### src/sv/stt_pkg.sv
// stt_pkg: shared constants, codes and helper functions of the source text tokenizer
`default_nettype none
package stt_pkg;

	localparam int KEYWORD_CHARS_DEF = 8;
	localparam int OFFSET_BITS_DEF   = 24;
	localparam int LINE_BITS_DEF     = 20;
	localparam int LENGTH_BITS_DEF   = 16;
	localparam int QUEUE_DEPTH       = 4;

	localparam int KIND_W = 5;
	localparam int MODE_W = 4;

	localparam logic [MODE_W-1:0] M_IDLE  = 4'd0;
	localparam logic [MODE_W-1:0] M_IDENT = 4'd1;
	localparam logic [MODE_W-1:0] M_INT   = 4'd2;
	localparam logic [MODE_W-1:0] M_DOT   = 4'd3;
	localparam logic [MODE_W-1:0] M_FRAC  = 4'd4;
	localparam logic [MODE_W-1:0] M_STR   = 4'd5;
	localparam logic [MODE_W-1:0] M_CMT   = 4'd6;
	localparam logic [MODE_W-1:0] M_SLASH = 4'd7;
	localparam logic [MODE_W-1:0] M_EQ    = 4'd8;
	localparam logic [MODE_W-1:0] M_BANG  = 4'd9;
	localparam logic [MODE_W-1:0] M_LT    = 4'd10;
	localparam logic [MODE_W-1:0] M_GT    = 4'd11;

	localparam logic [KIND_W-1:0] K_END    = 5'd0;
	localparam logic [KIND_W-1:0] K_ID     = 5'd1;
	localparam logic [KIND_W-1:0] K_NUM    = 5'd2;
	localparam logic [KIND_W-1:0] K_STR    = 5'd3;
	localparam logic [KIND_W-1:0] K_PLUS   = 5'd4;
	localparam logic [KIND_W-1:0] K_MINUS  = 5'd5;
	localparam logic [KIND_W-1:0] K_STAR   = 5'd6;
	localparam logic [KIND_W-1:0] K_DIV    = 5'd7;
	localparam logic [KIND_W-1:0] K_ASSIGN = 5'd8;
	localparam logic [KIND_W-1:0] K_EQ     = 5'd9;
	localparam logic [KIND_W-1:0] K_NE     = 5'd10;
	localparam logic [KIND_W-1:0] K_LT     = 5'd11;
	localparam logic [KIND_W-1:0] K_GT     = 5'd12;
	localparam logic [KIND_W-1:0] K_LE     = 5'd13;
	localparam logic [KIND_W-1:0] K_GE     = 5'd14;
	localparam logic [KIND_W-1:0] K_LPAREN = 5'd15;
	localparam logic [KIND_W-1:0] K_RPAREN = 5'd16;
	localparam logic [KIND_W-1:0] K_LBRACE = 5'd17;
	localparam logic [KIND_W-1:0] K_RBRACE = 5'd18;
	localparam logic [KIND_W-1:0] K_LBRACK = 5'd19;
	localparam logic [KIND_W-1:0] K_RBRACK = 5'd20;
	localparam logic [KIND_W-1:0] K_SEMI   = 5'd21;
	localparam logic [KIND_W-1:0] K_COMMA  = 5'd22;
	localparam logic [KIND_W-1:0] K_ERR    = 5'd30;

	localparam int KW_COUNT = 7;
	localparam logic [63:0] KW_TEXT [KW_COUNT] = '{
		{"if", 48'h0}, {"else", 32'h0}, {"for", 40'h0}, {"while", 24'h0},
		{"function"}, {"return", 16'h0}, {"print", 24'h0}
	};
	localparam logic [3:0] KW_LEN [KW_COUNT] = '{4'd2, 4'd4, 4'd3, 4'd5, 4'd8, 4'd6, 4'd5};
	localparam logic [KIND_W-1:0] KW_KIND [KW_COUNT] =
		'{5'd23, 5'd24, 5'd25, 5'd26, 5'd27, 5'd28, 5'd29};

	// text holds the first character in its top byte
	function automatic logic [KIND_W-1:0] kw_lookup(input logic [63:0] text,
		input logic [3:0] len);
		logic [KIND_W-1:0] kind;
		logic [63:0]       mask;
		kind = K_ID;
		mask = ~(64'hFFFF_FFFF_FFFF_FFFF >> {len, 3'b000});
		for (int k = KW_COUNT - 1; k >= 0; k--) begin
			if (len == KW_LEN[k] && ((text ^ KW_TEXT[k]) & mask) == 64'h0) begin
				kind = KW_KIND[k];
			end
		end
		return kind;
	endfunction

	// zero when the byte is no single-character operator
	function automatic logic [KIND_W-1:0] single_kind(input logic [7:0] c);
		logic [KIND_W-1:0] kind;
		unique case (c)
			"+": kind = K_PLUS;
			"-": kind = K_MINUS;
			"*": kind = K_STAR;
			"(": kind = K_LPAREN;
			")": kind = K_RPAREN;
			"{": kind = K_LBRACE;
			"}": kind = K_RBRACE;
			"[": kind = K_LBRACK;
			"]": kind = K_RBRACK;
			";": kind = K_SEMI;
			",": kind = K_COMMA;
			default: kind = K_END;
		endcase
		return kind;
	endfunction

endpackage
`default_nettype wire

### src/sv/stt_if.sv
// stt_if: request and token channel interfaces of the source text tokenizer
`default_nettype none
interface stt_req_if;
	logic       valid;
	logic       ready;
	logic       req_type;
	logic [7:0] char_byte;

	modport source (output valid, req_type, char_byte, input ready);
	modport sink (input valid, req_type, char_byte, output ready);
endinterface

interface stt_tok_if #(
	parameter int LINE_BITS   = 20,
	parameter int OFFSET_BITS = 24,
	parameter int LENGTH_BITS = 16
);
	logic                   valid;
	logic                   ready;
	logic [4:0]             token_kind;
	logic [LINE_BITS-1:0]   token_line;
	logic [OFFSET_BITS-1:0] token_start;
	logic [LENGTH_BITS-1:0] token_length;
	logic [7:0]             bad_char;
	logic                   last_of_run;

	modport source (output valid, token_kind, token_line, token_start, token_length,
		bad_char, last_of_run, input ready);
	modport sink (input valid, token_kind, token_line, token_start, token_length,
		bad_char, last_of_run, output ready);
endinterface
`default_nettype wire

### src/sv/stt_queue.sv
// stt_queue: small first-word-fall-through queue of token bundles
`default_nettype none
module stt_queue
	import stt_pkg::*;
#(
	parameter int WIDTH = 8,
	parameter int DEPTH = QUEUE_DEPTH,
	localparam int PTR_W = $clog2(DEPTH),
	localparam int CNT_W = $clog2(DEPTH + 1)
) (
	input  wire logic             clk,
	input  wire logic             arst_n,
	input  wire logic             push,
	input  wire logic [WIDTH-1:0] push_data,
	output logic                  full,
	input  wire logic             pop,
	output logic                  head_valid,
	output logic      [WIDTH-1:0] head_data
);
	logic [WIDTH-1:0] mem [DEPTH];
	logic [PTR_W-1:0] wr_q;
	logic [PTR_W-1:0] rd_q;
	logic [CNT_W-1:0] cnt_q;

	assign full       = cnt_q == CNT_W'(DEPTH);
	assign head_valid = cnt_q != '0;
	assign head_data  = mem[rd_q];

	always_ff @(posedge clk) begin
		if (push) begin
			mem[wr_q] <= push_data;
		end
	end

	always_ff @(posedge clk or negedge arst_n) begin
		if (!arst_n) begin
			wr_q  <= '0;
			rd_q  <= '0;
			cnt_q <= '0;
		end else begin
			if (push) begin
				wr_q <= (wr_q == PTR_W'(DEPTH - 1)) ? '0 : wr_q + 1'b1;
			end
			if (pop) begin
				rd_q <= (rd_q == PTR_W'(DEPTH - 1)) ? '0 : rd_q + 1'b1;
			end
			if (push && !pop) begin
				cnt_q <= cnt_q + 1'b1;
			end else if (pop && !push) begin
				cnt_q <= cnt_q - 1'b1;
			end
		end
	end
endmodule
`default_nettype wire

### src/sv/stt_front.sv
// stt_front: takes source bytes, runs the scan state and builds token bundles
`default_nettype none
module stt_front
	import stt_pkg::*;
#(
	parameter int KEYWORD_CHARS = KEYWORD_CHARS_DEF,
	parameter int OFFSET_BITS   = OFFSET_BITS_DEF,
	parameter int LINE_BITS     = LINE_BITS_DEF,
	parameter int LENGTH_BITS   = LENGTH_BITS_DEF,
	localparam int TOK_W = KIND_W + LINE_BITS + OFFSET_BITS + LENGTH_BITS + 8,
	localparam int BUN_W = 2 + 3 * TOK_W
) (
	input  wire logic             clk,
	input  wire logic             arst_n,
	stt_req_if.sink               req,
	output logic                  push,
	output logic      [BUN_W-1:0] push_data,
	input  wire logic             full
);
	localparam int KB_IW = $clog2(KEYWORD_CHARS);
	localparam logic [OFFSET_BITS-1:0] OFF_MAX  = '1;
	localparam logic [LINE_BITS-1:0]   LINE_MAX = '1;
	localparam logic [LENGTH_BITS-1:0] LEN_MAX  = '1;

	typedef struct packed {
		logic [KIND_W-1:0]      kind;
		logic [LINE_BITS-1:0]   line;
		logic [OFFSET_BITS-1:0] start;
		logic [LENGTH_BITS-1:0] length;
		logic [7:0]             bad;
	} tok_t;

	typedef struct packed {
		logic [1:0]     ntok;
		tok_t [2:0]     t;
	} bundle_t;

	logic [MODE_W-1:0]      mode_q, mode_d;
	logic [7:0]             kbuf_q [KEYWORD_CHARS];
	logic                   long_q, long_d;
	logic [LENGTH_BITS-1:0] vlen_q, vlen_d;
	logic [OFFSET_BITS-1:0] vstart_q, vstart_d;
	logic [OFFSET_BITS-1:0] off_q, off_d;
	logic [LINE_BITS-1:0]   line_q, line_d;
	logic [OFFSET_BITS-1:0] dot_q, dot_d;

	logic                   kb_we;
	logic [KB_IW-1:0]       kb_idx;
	logic [7:0]             c;
	logic                   accept, is_end, is_let, is_dig, is_ws, is_nl;
	logic                   flush, fresh;
	logic [1:0]             n;
	tok_t [2:0]             t;
	bundle_t                bun;
	logic [63:0]            kw_text;
	logic [3:0]             kw_len;
	logic [KIND_W-1:0]      id_kind, sk;
	logic [LENGTH_BITS-1:0] vlen_inc;
	logic [LINE_BITS-1:0]   line_inc;
	logic [OFFSET_BITS-1:0] off_inc;

	assign req.ready = !full;
	assign accept    = req.valid && !full;
	assign c         = req.char_byte;
	assign is_end    = req.req_type || c == 8'd0;
	assign is_let    = (c >= "a" && c <= "z") || (c >= "A" && c <= "Z") || c == "_";
	assign is_dig    = c >= "0" && c <= "9";
	assign is_ws     = c == " " || (c >= 8'd9 && c <= 8'd13);
	assign is_nl     = c == 8'd10;
	assign sk        = single_kind(c);

	assign vlen_inc = (vlen_q == LEN_MAX) ? vlen_q : vlen_q + 1'b1;
	assign line_inc = (line_q == LINE_MAX) ? line_q : line_q + 1'b1;
	assign off_inc  = (off_q == OFF_MAX) ? off_q : off_q + 1'b1;

	always_comb begin
		kw_text = '0;
		for (int i = 0; i < 8; i++) begin
			kw_text[63 - 8 * i -: 8] = kbuf_q[i];
		end
		kw_len  = (vlen_q <= LENGTH_BITS'(8)) ? vlen_q[3:0] : 4'd0;
		id_kind = long_q ? K_ID : kw_lookup(kw_text, kw_len);
	end

	always_comb begin
		mode_d   = mode_q;
		long_d   = long_q;
		vlen_d   = vlen_q;
		vstart_d = vstart_q;
		off_d    = is_end ? off_q : off_inc;
		line_d   = line_q;
		dot_d    = dot_q;
		kb_we    = 1'b0;
		kb_idx   = '0;
		flush    = 1'b0;
		fresh    = 1'b0;
		n        = 2'd0;
		t        = '0;

		if (is_end) begin
			flush = 1'b1;
		end else begin
			unique case (mode_q)
				M_IDENT: begin
					if (is_let || is_dig) begin
						if (vlen_q < LENGTH_BITS'(KEYWORD_CHARS)) begin
							kb_we  = 1'b1;
							kb_idx = vlen_q[KB_IW-1:0];
						end else begin
							long_d = 1'b1;
						end
						vlen_d = vlen_inc;
					end else begin
						flush = 1'b1;
						fresh = 1'b1;
					end
				end
				M_INT: begin
					if (is_dig) begin
						vlen_d = vlen_inc;
					end else if (c == ".") begin
						dot_d  = off_q;
						mode_d = M_DOT;
					end else begin
						flush = 1'b1;
						fresh = 1'b1;
					end
				end
				M_DOT: begin
					if (is_dig) begin
						vlen_d = (vlen_inc == LEN_MAX) ? vlen_inc : vlen_inc + 1'b1;
						mode_d = M_FRAC;
					end else begin
						flush = 1'b1;
						fresh = 1'b1;
					end
				end
				M_FRAC: begin
					if (is_dig) begin
						vlen_d = vlen_inc;
					end else begin
						flush = 1'b1;
						fresh = 1'b1;
					end
				end
				M_STR: begin
					if (c == "\"") begin
						t[0]   = '{K_STR, line_q, vstart_q, vlen_q, 8'd0};
						n      = 2'd1;
						mode_d = M_IDLE;
					end else begin
						if (is_nl) begin
							line_d = line_inc;
						end
						vlen_d = vlen_inc;
					end
				end
				M_CMT: begin
					if (is_nl) begin
						line_d = line_inc;
						mode_d = M_IDLE;
					end
				end
				M_SLASH: begin
					if (c == "/") begin
						mode_d = M_CMT;
					end else begin
						flush = 1'b1;
						fresh = 1'b1;
					end
				end
				M_EQ, M_BANG, M_LT, M_GT: begin
					if (c == "=") begin
						t[0].kind   = (mode_q == M_EQ) ? K_EQ : (mode_q == M_BANG) ? K_NE :
							(mode_q == M_LT) ? K_LE : K_GE;
						t[0].line   = line_q;
						t[0].start  = vstart_q;
						t[0].length = LENGTH_BITS'(2);
						n           = 2'd1;
						mode_d      = M_IDLE;
					end else begin
						flush = 1'b1;
						fresh = 1'b1;
					end
				end
				default: begin
					fresh = 1'b1;
				end
			endcase
		end

		if (flush) begin
			unique case (mode_q)
				M_IDENT: begin
					t[n] = '{id_kind, line_q, vstart_q, vlen_q, 8'd0};
					n    = n + 2'd1;
				end
				M_INT, M_FRAC: begin
					t[n] = '{K_NUM, line_q, vstart_q, vlen_q, 8'd0};
					n    = n + 2'd1;
				end
				M_DOT: begin
					t[n] = '{K_NUM, line_q, vstart_q, vlen_q, 8'd0};
					n    = n + 2'd1;
					t[n] = '{K_ERR, line_q, dot_q, LENGTH_BITS'(1), "."};
					n    = n + 2'd1;
				end
				M_STR: begin
					t[n] = '{K_STR, line_q, vstart_q, vlen_q, 8'd0};
					n    = n + 2'd1;
				end
				M_SLASH: begin
					t[n] = '{K_DIV, line_q, vstart_q, LENGTH_BITS'(1), 8'd0};
					n    = n + 2'd1;
				end
				M_EQ: begin
					t[n] = '{K_ASSIGN, line_q, vstart_q, LENGTH_BITS'(1), 8'd0};
					n    = n + 2'd1;
				end
				M_LT: begin
					t[n] = '{K_LT, line_q, vstart_q, LENGTH_BITS'(1), 8'd0};
					n    = n + 2'd1;
				end
				M_GT: begin
					t[n] = '{K_GT, line_q, vstart_q, LENGTH_BITS'(1), 8'd0};
					n    = n + 2'd1;
				end
				M_BANG: begin
					t[n] = '{K_ERR, line_q, vstart_q, LENGTH_BITS'(1), "!"};
					n    = n + 2'd1;
				end
				default: begin
				end
			endcase
			mode_d = M_IDLE;
		end

		if (fresh) begin
			mode_d = M_IDLE;
			if (is_ws) begin
				if (is_nl) begin
					line_d = line_inc;
				end
			end else if (is_let) begin
				vstart_d = off_q;
				vlen_d   = LENGTH_BITS'(1);
				kb_we    = 1'b1;
				kb_idx   = '0;
				long_d   = 1'b0;
				mode_d   = M_IDENT;
			end else if (is_dig) begin
				vstart_d = off_q;
				vlen_d   = LENGTH_BITS'(1);
				mode_d   = M_INT;
			end else if (c == "\"") begin
				vstart_d = off_inc;
				vlen_d   = '0;
				mode_d   = M_STR;
			end else if (c == "/" || c == "=" || c == "!" || c == "<" || c == ">") begin
				vstart_d = off_q;
				mode_d   = (c == "/") ? M_SLASH : (c == "=") ? M_EQ : (c == "!") ? M_BANG :
					(c == "<") ? M_LT : M_GT;
			end else if (sk != K_END) begin
				t[n] = '{sk, line_q, off_q, LENGTH_BITS'(1), 8'd0};
				n    = n + 2'd1;
			end else begin
				t[n] = '{K_ERR, line_q, off_q, LENGTH_BITS'(1), c};
				n    = n + 2'd1;
			end
		end

		if (is_end) begin
			t[n]     = '{K_END, line_q, off_q, '0, 8'd0};
			n        = n + 2'd1;
			mode_d   = M_IDLE;
			long_d   = 1'b0;
			vlen_d   = '0;
			vstart_d = '0;
			off_d    = '0;
			line_d   = LINE_BITS'(1);
			dot_d    = '0;
		end
	end

	assign bun.ntok  = n;
	assign bun.t     = t;
	assign push      = accept && n != 2'd0;
	assign push_data = bun;

	always_ff @(posedge clk) begin
		if (accept && kb_we) begin
			kbuf_q[kb_idx] <= c;
		end
	end

	always_ff @(posedge clk or negedge arst_n) begin
		if (!arst_n) begin
			mode_q   <= M_IDLE;
			long_q   <= 1'b0;
			vlen_q   <= '0;
			vstart_q <= '0;
			off_q    <= '0;
			line_q   <= LINE_BITS'(1);
			dot_q    <= '0;
		end else if (accept) begin
			mode_q   <= mode_d;
			long_q   <= long_d;
			vlen_q   <= vlen_d;
			vstart_q <= vstart_d;
			off_q    <= off_d;
			line_q   <= line_d;
			dot_q    <= dot_d;
		end
	end
endmodule
`default_nettype wire

### src/sv/stt_back.sv
// stt_back: unpacks token bundles into single tokens behind an output register
`default_nettype none
module stt_back
	import stt_pkg::*;
#(
	parameter int OFFSET_BITS = OFFSET_BITS_DEF,
	parameter int LINE_BITS   = LINE_BITS_DEF,
	parameter int LENGTH_BITS = LENGTH_BITS_DEF,
	localparam int TOK_W = KIND_W + LINE_BITS + OFFSET_BITS + LENGTH_BITS + 8,
	localparam int BUN_W = 2 + 3 * TOK_W
) (
	input  wire logic             clk,
	input  wire logic             arst_n,
	input  wire logic             head_valid,
	input  wire logic [BUN_W-1:0] head_data,
	output logic                  pop,
	stt_tok_if.source             tok
);
	typedef struct packed {
		logic [KIND_W-1:0]      kind;
		logic [LINE_BITS-1:0]   line;
		logic [OFFSET_BITS-1:0] start;
		logic [LENGTH_BITS-1:0] length;
		logic [7:0]             bad;
	} tok_t;

	typedef struct packed {
		logic [1:0]     ntok;
		tok_t [2:0]     t;
	} bundle_t;

	bundle_t    head;
	tok_t       cur;
	logic [1:0] idx_q;
	logic       load, last;
	logic       valid_q;
	tok_t       out_q;
	logic       last_q;

	assign head = head_data;
	assign cur  = head.t[idx_q];
	assign last = idx_q == head.ntok - 2'd1;
	assign load = head_valid && (!valid_q || tok.ready);
	assign pop  = load && last;

	always_ff @(posedge clk) begin
		if (load) begin
			out_q  <= cur;
			last_q <= last;
		end
	end

	always_ff @(posedge clk or negedge arst_n) begin
		if (!arst_n) begin
			valid_q <= 1'b0;
			idx_q   <= '0;
		end else begin
			if (load) begin
				valid_q <= 1'b1;
				idx_q   <= last ? 2'd0 : idx_q + 2'd1;
			end else if (tok.ready) begin
				valid_q <= 1'b0;
			end
		end
	end

	assign tok.valid        = valid_q;
	assign tok.token_kind   = out_q.kind;
	assign tok.token_line   = out_q.line;
	assign tok.token_start  = out_q.start;
	assign tok.token_length = out_q.length;
	assign tok.bad_char     = out_q.bad;
	assign tok.last_of_run  = last_q;
endmodule
`default_nettype wire

### src/sv/source_text_tokenizer_top.sv
// source_text_tokenizer_top: streaming lexer, byte requests in, tokens out
//
//  channel  dir  payload                                              handshake
//  req      in   req_type, char_byte                                  valid/ready
//  tok      out  token_kind, token_line, token_start, token_length,   valid/ready
//                bad_char, last_of_run
//
// one request is taken per cycle while the bundle queue has room; the scan
// state updates in that same cycle, so the front runs at one byte per cycle
// each request yields zero to three tokens, which leave one per cycle from the
// output register while tok is ready; a request with k tokens holds the output
// side until all k have left; reset is asynchronous and needs no clearing pass
// a stalled tok side fills the queue, then req.ready drops
`default_nettype none
module source_text_tokenizer_top
	import stt_pkg::*;
#(
	parameter int KEYWORD_CHARS = KEYWORD_CHARS_DEF,
	parameter int OFFSET_BITS   = OFFSET_BITS_DEF,
	parameter int LINE_BITS     = LINE_BITS_DEF,
	parameter int LENGTH_BITS   = LENGTH_BITS_DEF
) (
	input  wire logic clk,
	input  wire logic arst_n,
	stt_req_if.sink   req,
	stt_tok_if.source tok
);
	localparam int TOK_W = KIND_W + LINE_BITS + OFFSET_BITS + LENGTH_BITS + 8;
	localparam int BUN_W = 2 + 3 * TOK_W;

	logic             push, full, pop, head_valid;
	logic [BUN_W-1:0] push_data, head_data;

	stt_front #(
		.KEYWORD_CHARS (KEYWORD_CHARS),
		.OFFSET_BITS   (OFFSET_BITS),
		.LINE_BITS     (LINE_BITS),
		.LENGTH_BITS   (LENGTH_BITS)
	) u_front (
		.clk       (clk),
		.arst_n    (arst_n),
		.req       (req),
		.push      (push),
		.push_data (push_data),
		.full      (full)
	);

	stt_queue #(
		.WIDTH (BUN_W),
		.DEPTH (QUEUE_DEPTH)
	) u_queue (
		.clk        (clk),
		.arst_n     (arst_n),
		.push       (push),
		.push_data  (push_data),
		.full       (full),
		.pop        (pop),
		.head_valid (head_valid),
		.head_data  (head_data)
	);

	stt_back #(
		.OFFSET_BITS (OFFSET_BITS),
		.LINE_BITS   (LINE_BITS),
		.LENGTH_BITS (LENGTH_BITS)
	) u_back (
		.clk        (clk),
		.arst_n     (arst_n),
		.head_valid (head_valid),
		.head_data  (head_data),
		.pop        (pop),
		.tok        (tok)
	);
endmodule
`default_nettype wire
### src/flat_wrapper.sv
// flat-port wrapper written by rule: the top's interface ports become plain ports
module source_text_tokenizer_top_flat import stt_pkg::*;
#(
	parameter int KEYWORD_CHARS = KEYWORD_CHARS_DEF,
	parameter int OFFSET_BITS   = OFFSET_BITS_DEF,
	parameter int LINE_BITS     = LINE_BITS_DEF,
	parameter int LENGTH_BITS   = LENGTH_BITS_DEF
)
  (clk, arst_n, req_valid, req_req_type, req_char_byte, req_ready, tok_valid, tok_token_kind, tok_token_line, tok_token_start, tok_token_length, tok_bad_char, tok_last_of_run, tok_ready);
  stt_req_if req_i ();
  stt_tok_if #(.LINE_BITS(LINE_BITS), .OFFSET_BITS(OFFSET_BITS), .LENGTH_BITS(LENGTH_BITS)) tok_i ();
  input  wire logic clk;
  input  wire logic arst_n;
  input wire logic [$bits(req_i.valid)-1:0] req_valid;
  input wire logic [$bits(req_i.req_type)-1:0] req_req_type;
  input wire logic [$bits(req_i.char_byte)-1:0] req_char_byte;
  output wire logic [$bits(req_i.ready)-1:0] req_ready;
  output wire logic [$bits(tok_i.valid)-1:0] tok_valid;
  output wire logic [$bits(tok_i.token_kind)-1:0] tok_token_kind;
  output wire logic [$bits(tok_i.token_line)-1:0] tok_token_line;
  output wire logic [$bits(tok_i.token_start)-1:0] tok_token_start;
  output wire logic [$bits(tok_i.token_length)-1:0] tok_token_length;
  output wire logic [$bits(tok_i.bad_char)-1:0] tok_bad_char;
  output wire logic [$bits(tok_i.last_of_run)-1:0] tok_last_of_run;
  input wire logic [$bits(tok_i.ready)-1:0] tok_ready;
  assign req_i.valid = req_valid;
  assign req_i.req_type = req_req_type;
  assign req_i.char_byte = req_char_byte;
  assign req_ready = req_i.ready;
  assign tok_valid = tok_i.valid;
  assign tok_token_kind = tok_i.token_kind;
  assign tok_token_line = tok_i.token_line;
  assign tok_token_start = tok_i.token_start;
  assign tok_token_length = tok_i.token_length;
  assign tok_bad_char = tok_i.bad_char;
  assign tok_last_of_run = tok_i.last_of_run;
  assign tok_i.ready = tok_ready;
  source_text_tokenizer_top #(.KEYWORD_CHARS(KEYWORD_CHARS), .OFFSET_BITS(OFFSET_BITS), .LINE_BITS(LINE_BITS), .LENGTH_BITS(LENGTH_BITS)) u_core (.clk(clk), .arst_n(arst_n), .req(req_i), .tok(tok_i));
endmodule
### config.mk
export PLATFORM = sky130hd
export DESIGN_NAME = source_text_tokenizer_top_flat
export DESIGN_NICKNAME = d
export VERILOG_FILES = /design/src/sv/stt_pkg.sv /design/src/sv/stt_if.sv /design/src/sv/stt_queue.sv /design/src/sv/stt_front.sv /design/src/sv/stt_back.sv /design/src/sv/source_text_tokenizer_top.sv /design/src/flat_wrapper.sv
export SDC_FILE = /design/constraint.sdc
export NUM_CORES = 1
export LEC_CHECK = 0
export ABC_AREA = 1
export BUFFER_PORTS_ARGS = -buffer_cell sky130_fd_sc_hd__buf_4
export CORE_MARGIN = 2
export CORE_UTILIZATION = 39
export CTS_CLUSTER_DIAMETER = 50
export DETAILED_ROUTE_END_ITERATION = 7
export PLACE_DENSITY = 0.59
export SLEW_MARGIN = 10
export SYNTH_ARGS = -nofsm -noshare
export SYNTH_HDL_FRONTEND = slang
export SYNTH_SLANG_ARGS = --single-unit
### constraint.sdc
create_clock -name clk -period 13.7 [get_ports clk]
set_input_delay 2.74 -clock clk [delete_from_list [all_inputs] [get_ports clk]]
set_output_delay 2.74 -clock clk [all_outputs]
set_load 0.05 [all_outputs]
==> summary.txt <==
Status
  – Outcome: finished clean

Yosys
  – Share of the synthesized area in the top cell type: 0.599
  – Yosys reg bits: 1,085
  – Ys async rst share: 0.113
  – Post-synthesis adder-cell area fraction: 0.00483
  – Most common flop cell mapped by yosys: edfxtp_1
  – Top area cells in the synthesized netlist: edfxtp_1, o21ai_0, dfrtp_1
  – Mapped Cells: 4,397
  – Ys Warns: 0
  – Synthesized area per cell: 11.0 sq um
  – Library cells used by synthesis: 66
  – Post-synthesis simple-gate area fraction: 0.133
  – Synth Area in Compound Gates: 0.147
  – EDFF count, synth: 962
  – Post-synthesis mux area share: 0
  – Post-synth top cells: edfxtp_1, nor2_1, o21ai_0
  – XOR/XNOR Fraction of Synth Area: 0.00997
  – Post-synth top area cell: edfxtp_1
  – Mapped Area: 48,200 sq um
  – Largest family of logic cells by synthesized area: compound AO/OA/AOI/OAI gates
  – Register area share after synthesis: 0.663
  – Most frequent cell after synthesis: edfxtp_1

Setup path
  – Worst path arrival time: 9130 ps
  – Crit path largest cell delay: 910 ps
  – Setup crit end kind: register
  – Worst path depth: 25
  – Worst Setup Start Kind: input pin
  – Crit-path max FO: 57
  – Crit path max-delay cell type: nor2_4
  – CP required: 14,030 ps
  – Critical path's top delay family: simple AND/OR/NAND/NOR gates
  – Worst path bufs/invs: 10
  – Setup CP Type: in2reg
  – Worst reg-to-reg path cell count: 21

Power
  – Leakage Power: 0.0193 uW
  – Power per cell area: 235 nW/um^2
  – Peak VDD IR: 0.000168 V

Placement
  – Post-DP HPWL: 80,400 um
  – Dpl cells: 5,948
  – Number of port buffers: 88
  – Routability congestion estimate from global placement: 0.922
  – DP Area: 50,600 sq um

STA
  – Fmax: 0.114 GHz
  – Slew Limit Fails: 0
  – Worst-Margin Slew: 1150 ps
  – RSZ-0062 raised after global routing: no
  – Minimum clock period: 8800 ps
  – Final setup fails: 0
  – Crit share post-route: 0.642
  – Fin. Hold Viols: 0
  – Rel. slew slack: 0.217
  – Final Skew: 31.2 ps

Global route
  – Largest net degree at the start of global routing: 176
  – Initial antenna violation count: 2
  – Total GRT Usage: 0.211
  – First-pass GRT wire length: 205,000 um
  – GRT Residual Overflow: 0
  – Vias in the first global route: 33,057

Clock tree
  – CTS clock-pin slew for the worst setup and hold paths: 60 ps
  – TritonCTS buffer count: 117
  – CTS tree: yes
  – Hold Buf Count CTS: 0
  – CTS max path bufs: 3
  – Root Driver: clkbuf_16
  – Depth of the CTS H-tree: 3
  – # resized after CTS: 0
  – Worst-Skew Late Latency: 730 ps
  – Post-CTS Setup Bufs: 0
  – Clock sinks: 1,085

Route
  – Antenna-violating nets left: 0
  – First-pass iteration count of the detailed router: 6
  – Remaining DRCs: 0
  – DR vias/cell: 5.60
  – Post-DR wirelength/cell: 22.0 um
  – Routed via count: 34,570
  – 1st-iter DRT viols: 3,606
  – Drt total wl: 136,000 um

Final layout
  – Nets: 4,473
  – Layout cell share with drive strength beyond 1: 0.0946
  – Antenna cell count: 0
  – Register area: 32,000 sq um
  – Multi-input logic area: 14,500 sq um
  – Fill cells: 11,116
  – Non-Filler Instances: 6,171
  – Layout area overhead: 13.5%
  – Final non-filler cell area: 54,700 sq um

Hold path
  – Hold Path Class: reg2reg
  – Hold Path Stages: 2

Job
  – Max Cap Viol: 0

Die
  – Die ar.: 126,000 sq um
  – I/O Pins: 89
  – Core area: 122,000 sq um
  – Die H: 356 um
  – Die Width: 356 um
  – FP Rows: 128
  – Initial core utilization: 0.394
through the flow:
| stage | setup TNS, ps | setup slack (ps) | power, uW | hold slack [ps] | util |
|---|---|---|---|---|---|
| 6_report | 0 | 4900 | 12900 | 509 | 0.447 |
| 3_5_place_dp | 0 | 4090 | 9620 | 496 | 0.414 |
| 3_3_place_gp | 0 | 4190 | 9600 | 489 | 0.414 |
| 4_1_cts | 0 | 4850 | 12900 | 512 | 0.447 |
| 2_1_floorplan | -686580 | -833 | 8080 | 472 | - |
| 5_1_grt | 0 | 4390 | 13500 | 525 | 0.447 |
area by class of cell:
type / count / share of cell area
Sequential cell: 1085 / 0.585
Multi-Input combinational cell: 2843 / 0.265
Clock buffer: 160 / 0.0602
Tap cell: 1625 / 0.0372
Timing Repair Buffer: 134 / 0.0196
Inverter: 261 / 0.0183
Clock inverter: 63 / 0.0150
report_power, final:
part	leakage [uW]	internal [uW]	total (uW)	switching (uW)
Sequential	0.0107	4560	4880	325
Clock	0.00200	1950	3290	1340
Combinational	0.00660	1150	4700	3550
final timing paths:
path,start,slack [ps],to
worst min-delay path,u_core.u_front.dot_q[2],510,u_core.u_front.dot_q[2]
min in group asynchronous,arst_n,2050,u_core.u_front.dot_q[10]
max in group asynchronous,arst_n,10150,u_core.u_queue.rd_q[1]
worst min register to register,u_core.u_front.dot_q[2],510,u_core.u_front.dot_q[2]
worst max-delay path,req_char_byte[6],4900,u_core.u_queue.mem[2][195]
worst max register to register,u_core.u_front.mode_q[0],7590,u_core.u_queue.mem[2][195]
layout by cell type (no fill, tap or decap), types with 94 or more instances in the layout:
master	Yosys	routed
inv_1	225	223
o22ai_1	143	143
nor2_1	706	698
edfxtp_1	962	962
nand2_1	554	554
nand3_1	134	134
dfrtp_1	122	119
a21oi_1	94	94
clkbuf_16	0	119
buf_4	2	128
o21ai_0	630	630
o221ai_1	104	104
cell families (layout without fill, tap and decap cells):
family,Yosys count,after routing
AND/OR/NAND/NOR,1536,1536
XOR/XNOR,54,54
buffers and inverters,528,618
flip-flops,1085,1085
AO/OA/AOI/OAI,1175,1175
adder cells (fa/ha/maj),18,18
other,1,60
worst reg2reg max path, cell delays in order (launching register included):
cell and delay, ps:
dfrtp_1 500, inv_2 100, nor2_1 130, nand2_1 170
nor2_2 480, inv_2 210, nor2_4 250, nor2_1 60
buf_4 220, inv_4 330, nor2_4 110, inv_1 90
ha_1 230, o21ai_2 180, inv_2 70, ha_1 290
inv_1 50, o21ai_1 70, nand2_1 140, nand2_2 190
nor2_4 910, buf_4 860
flip-flops by register name, summed over array words and instances, names as in the netlist, 3 cells and up:
register                        flops
u_core.u_front.vstart_q            24
u_core.u_front.dot_q               24
u_core.u_front.off_q               24
u_core.u_front.mode_q               4
u_core.u_queue.mem                824
u_core.u_queue.cnt_q                3
u_core.u_back.tok.token_start      24
u_core.u_back.tok.token_line       20
u_core.u_back.tok.token_length     16
u_core.u_back.tok.token_kind        5
u_core.u_front.line_q              20
u_core.u_front.kbuf_q              64
u_core.u_front.vlen_q              16
u_core.u_back.tok.bad_char          8
layer usage:
layer	vias to the layer above	track usage	share of wire	wire length [um]
met3	204	0.0342	0.073	9950
met5	-	0	0	0
met2	1265	0.333	0.46	62700
met1	17147	0.300	0.44	59900
li1	15954	-	-	-
met4	0	0.0611	0.023	3120
(Power assumes the default switching activity.)
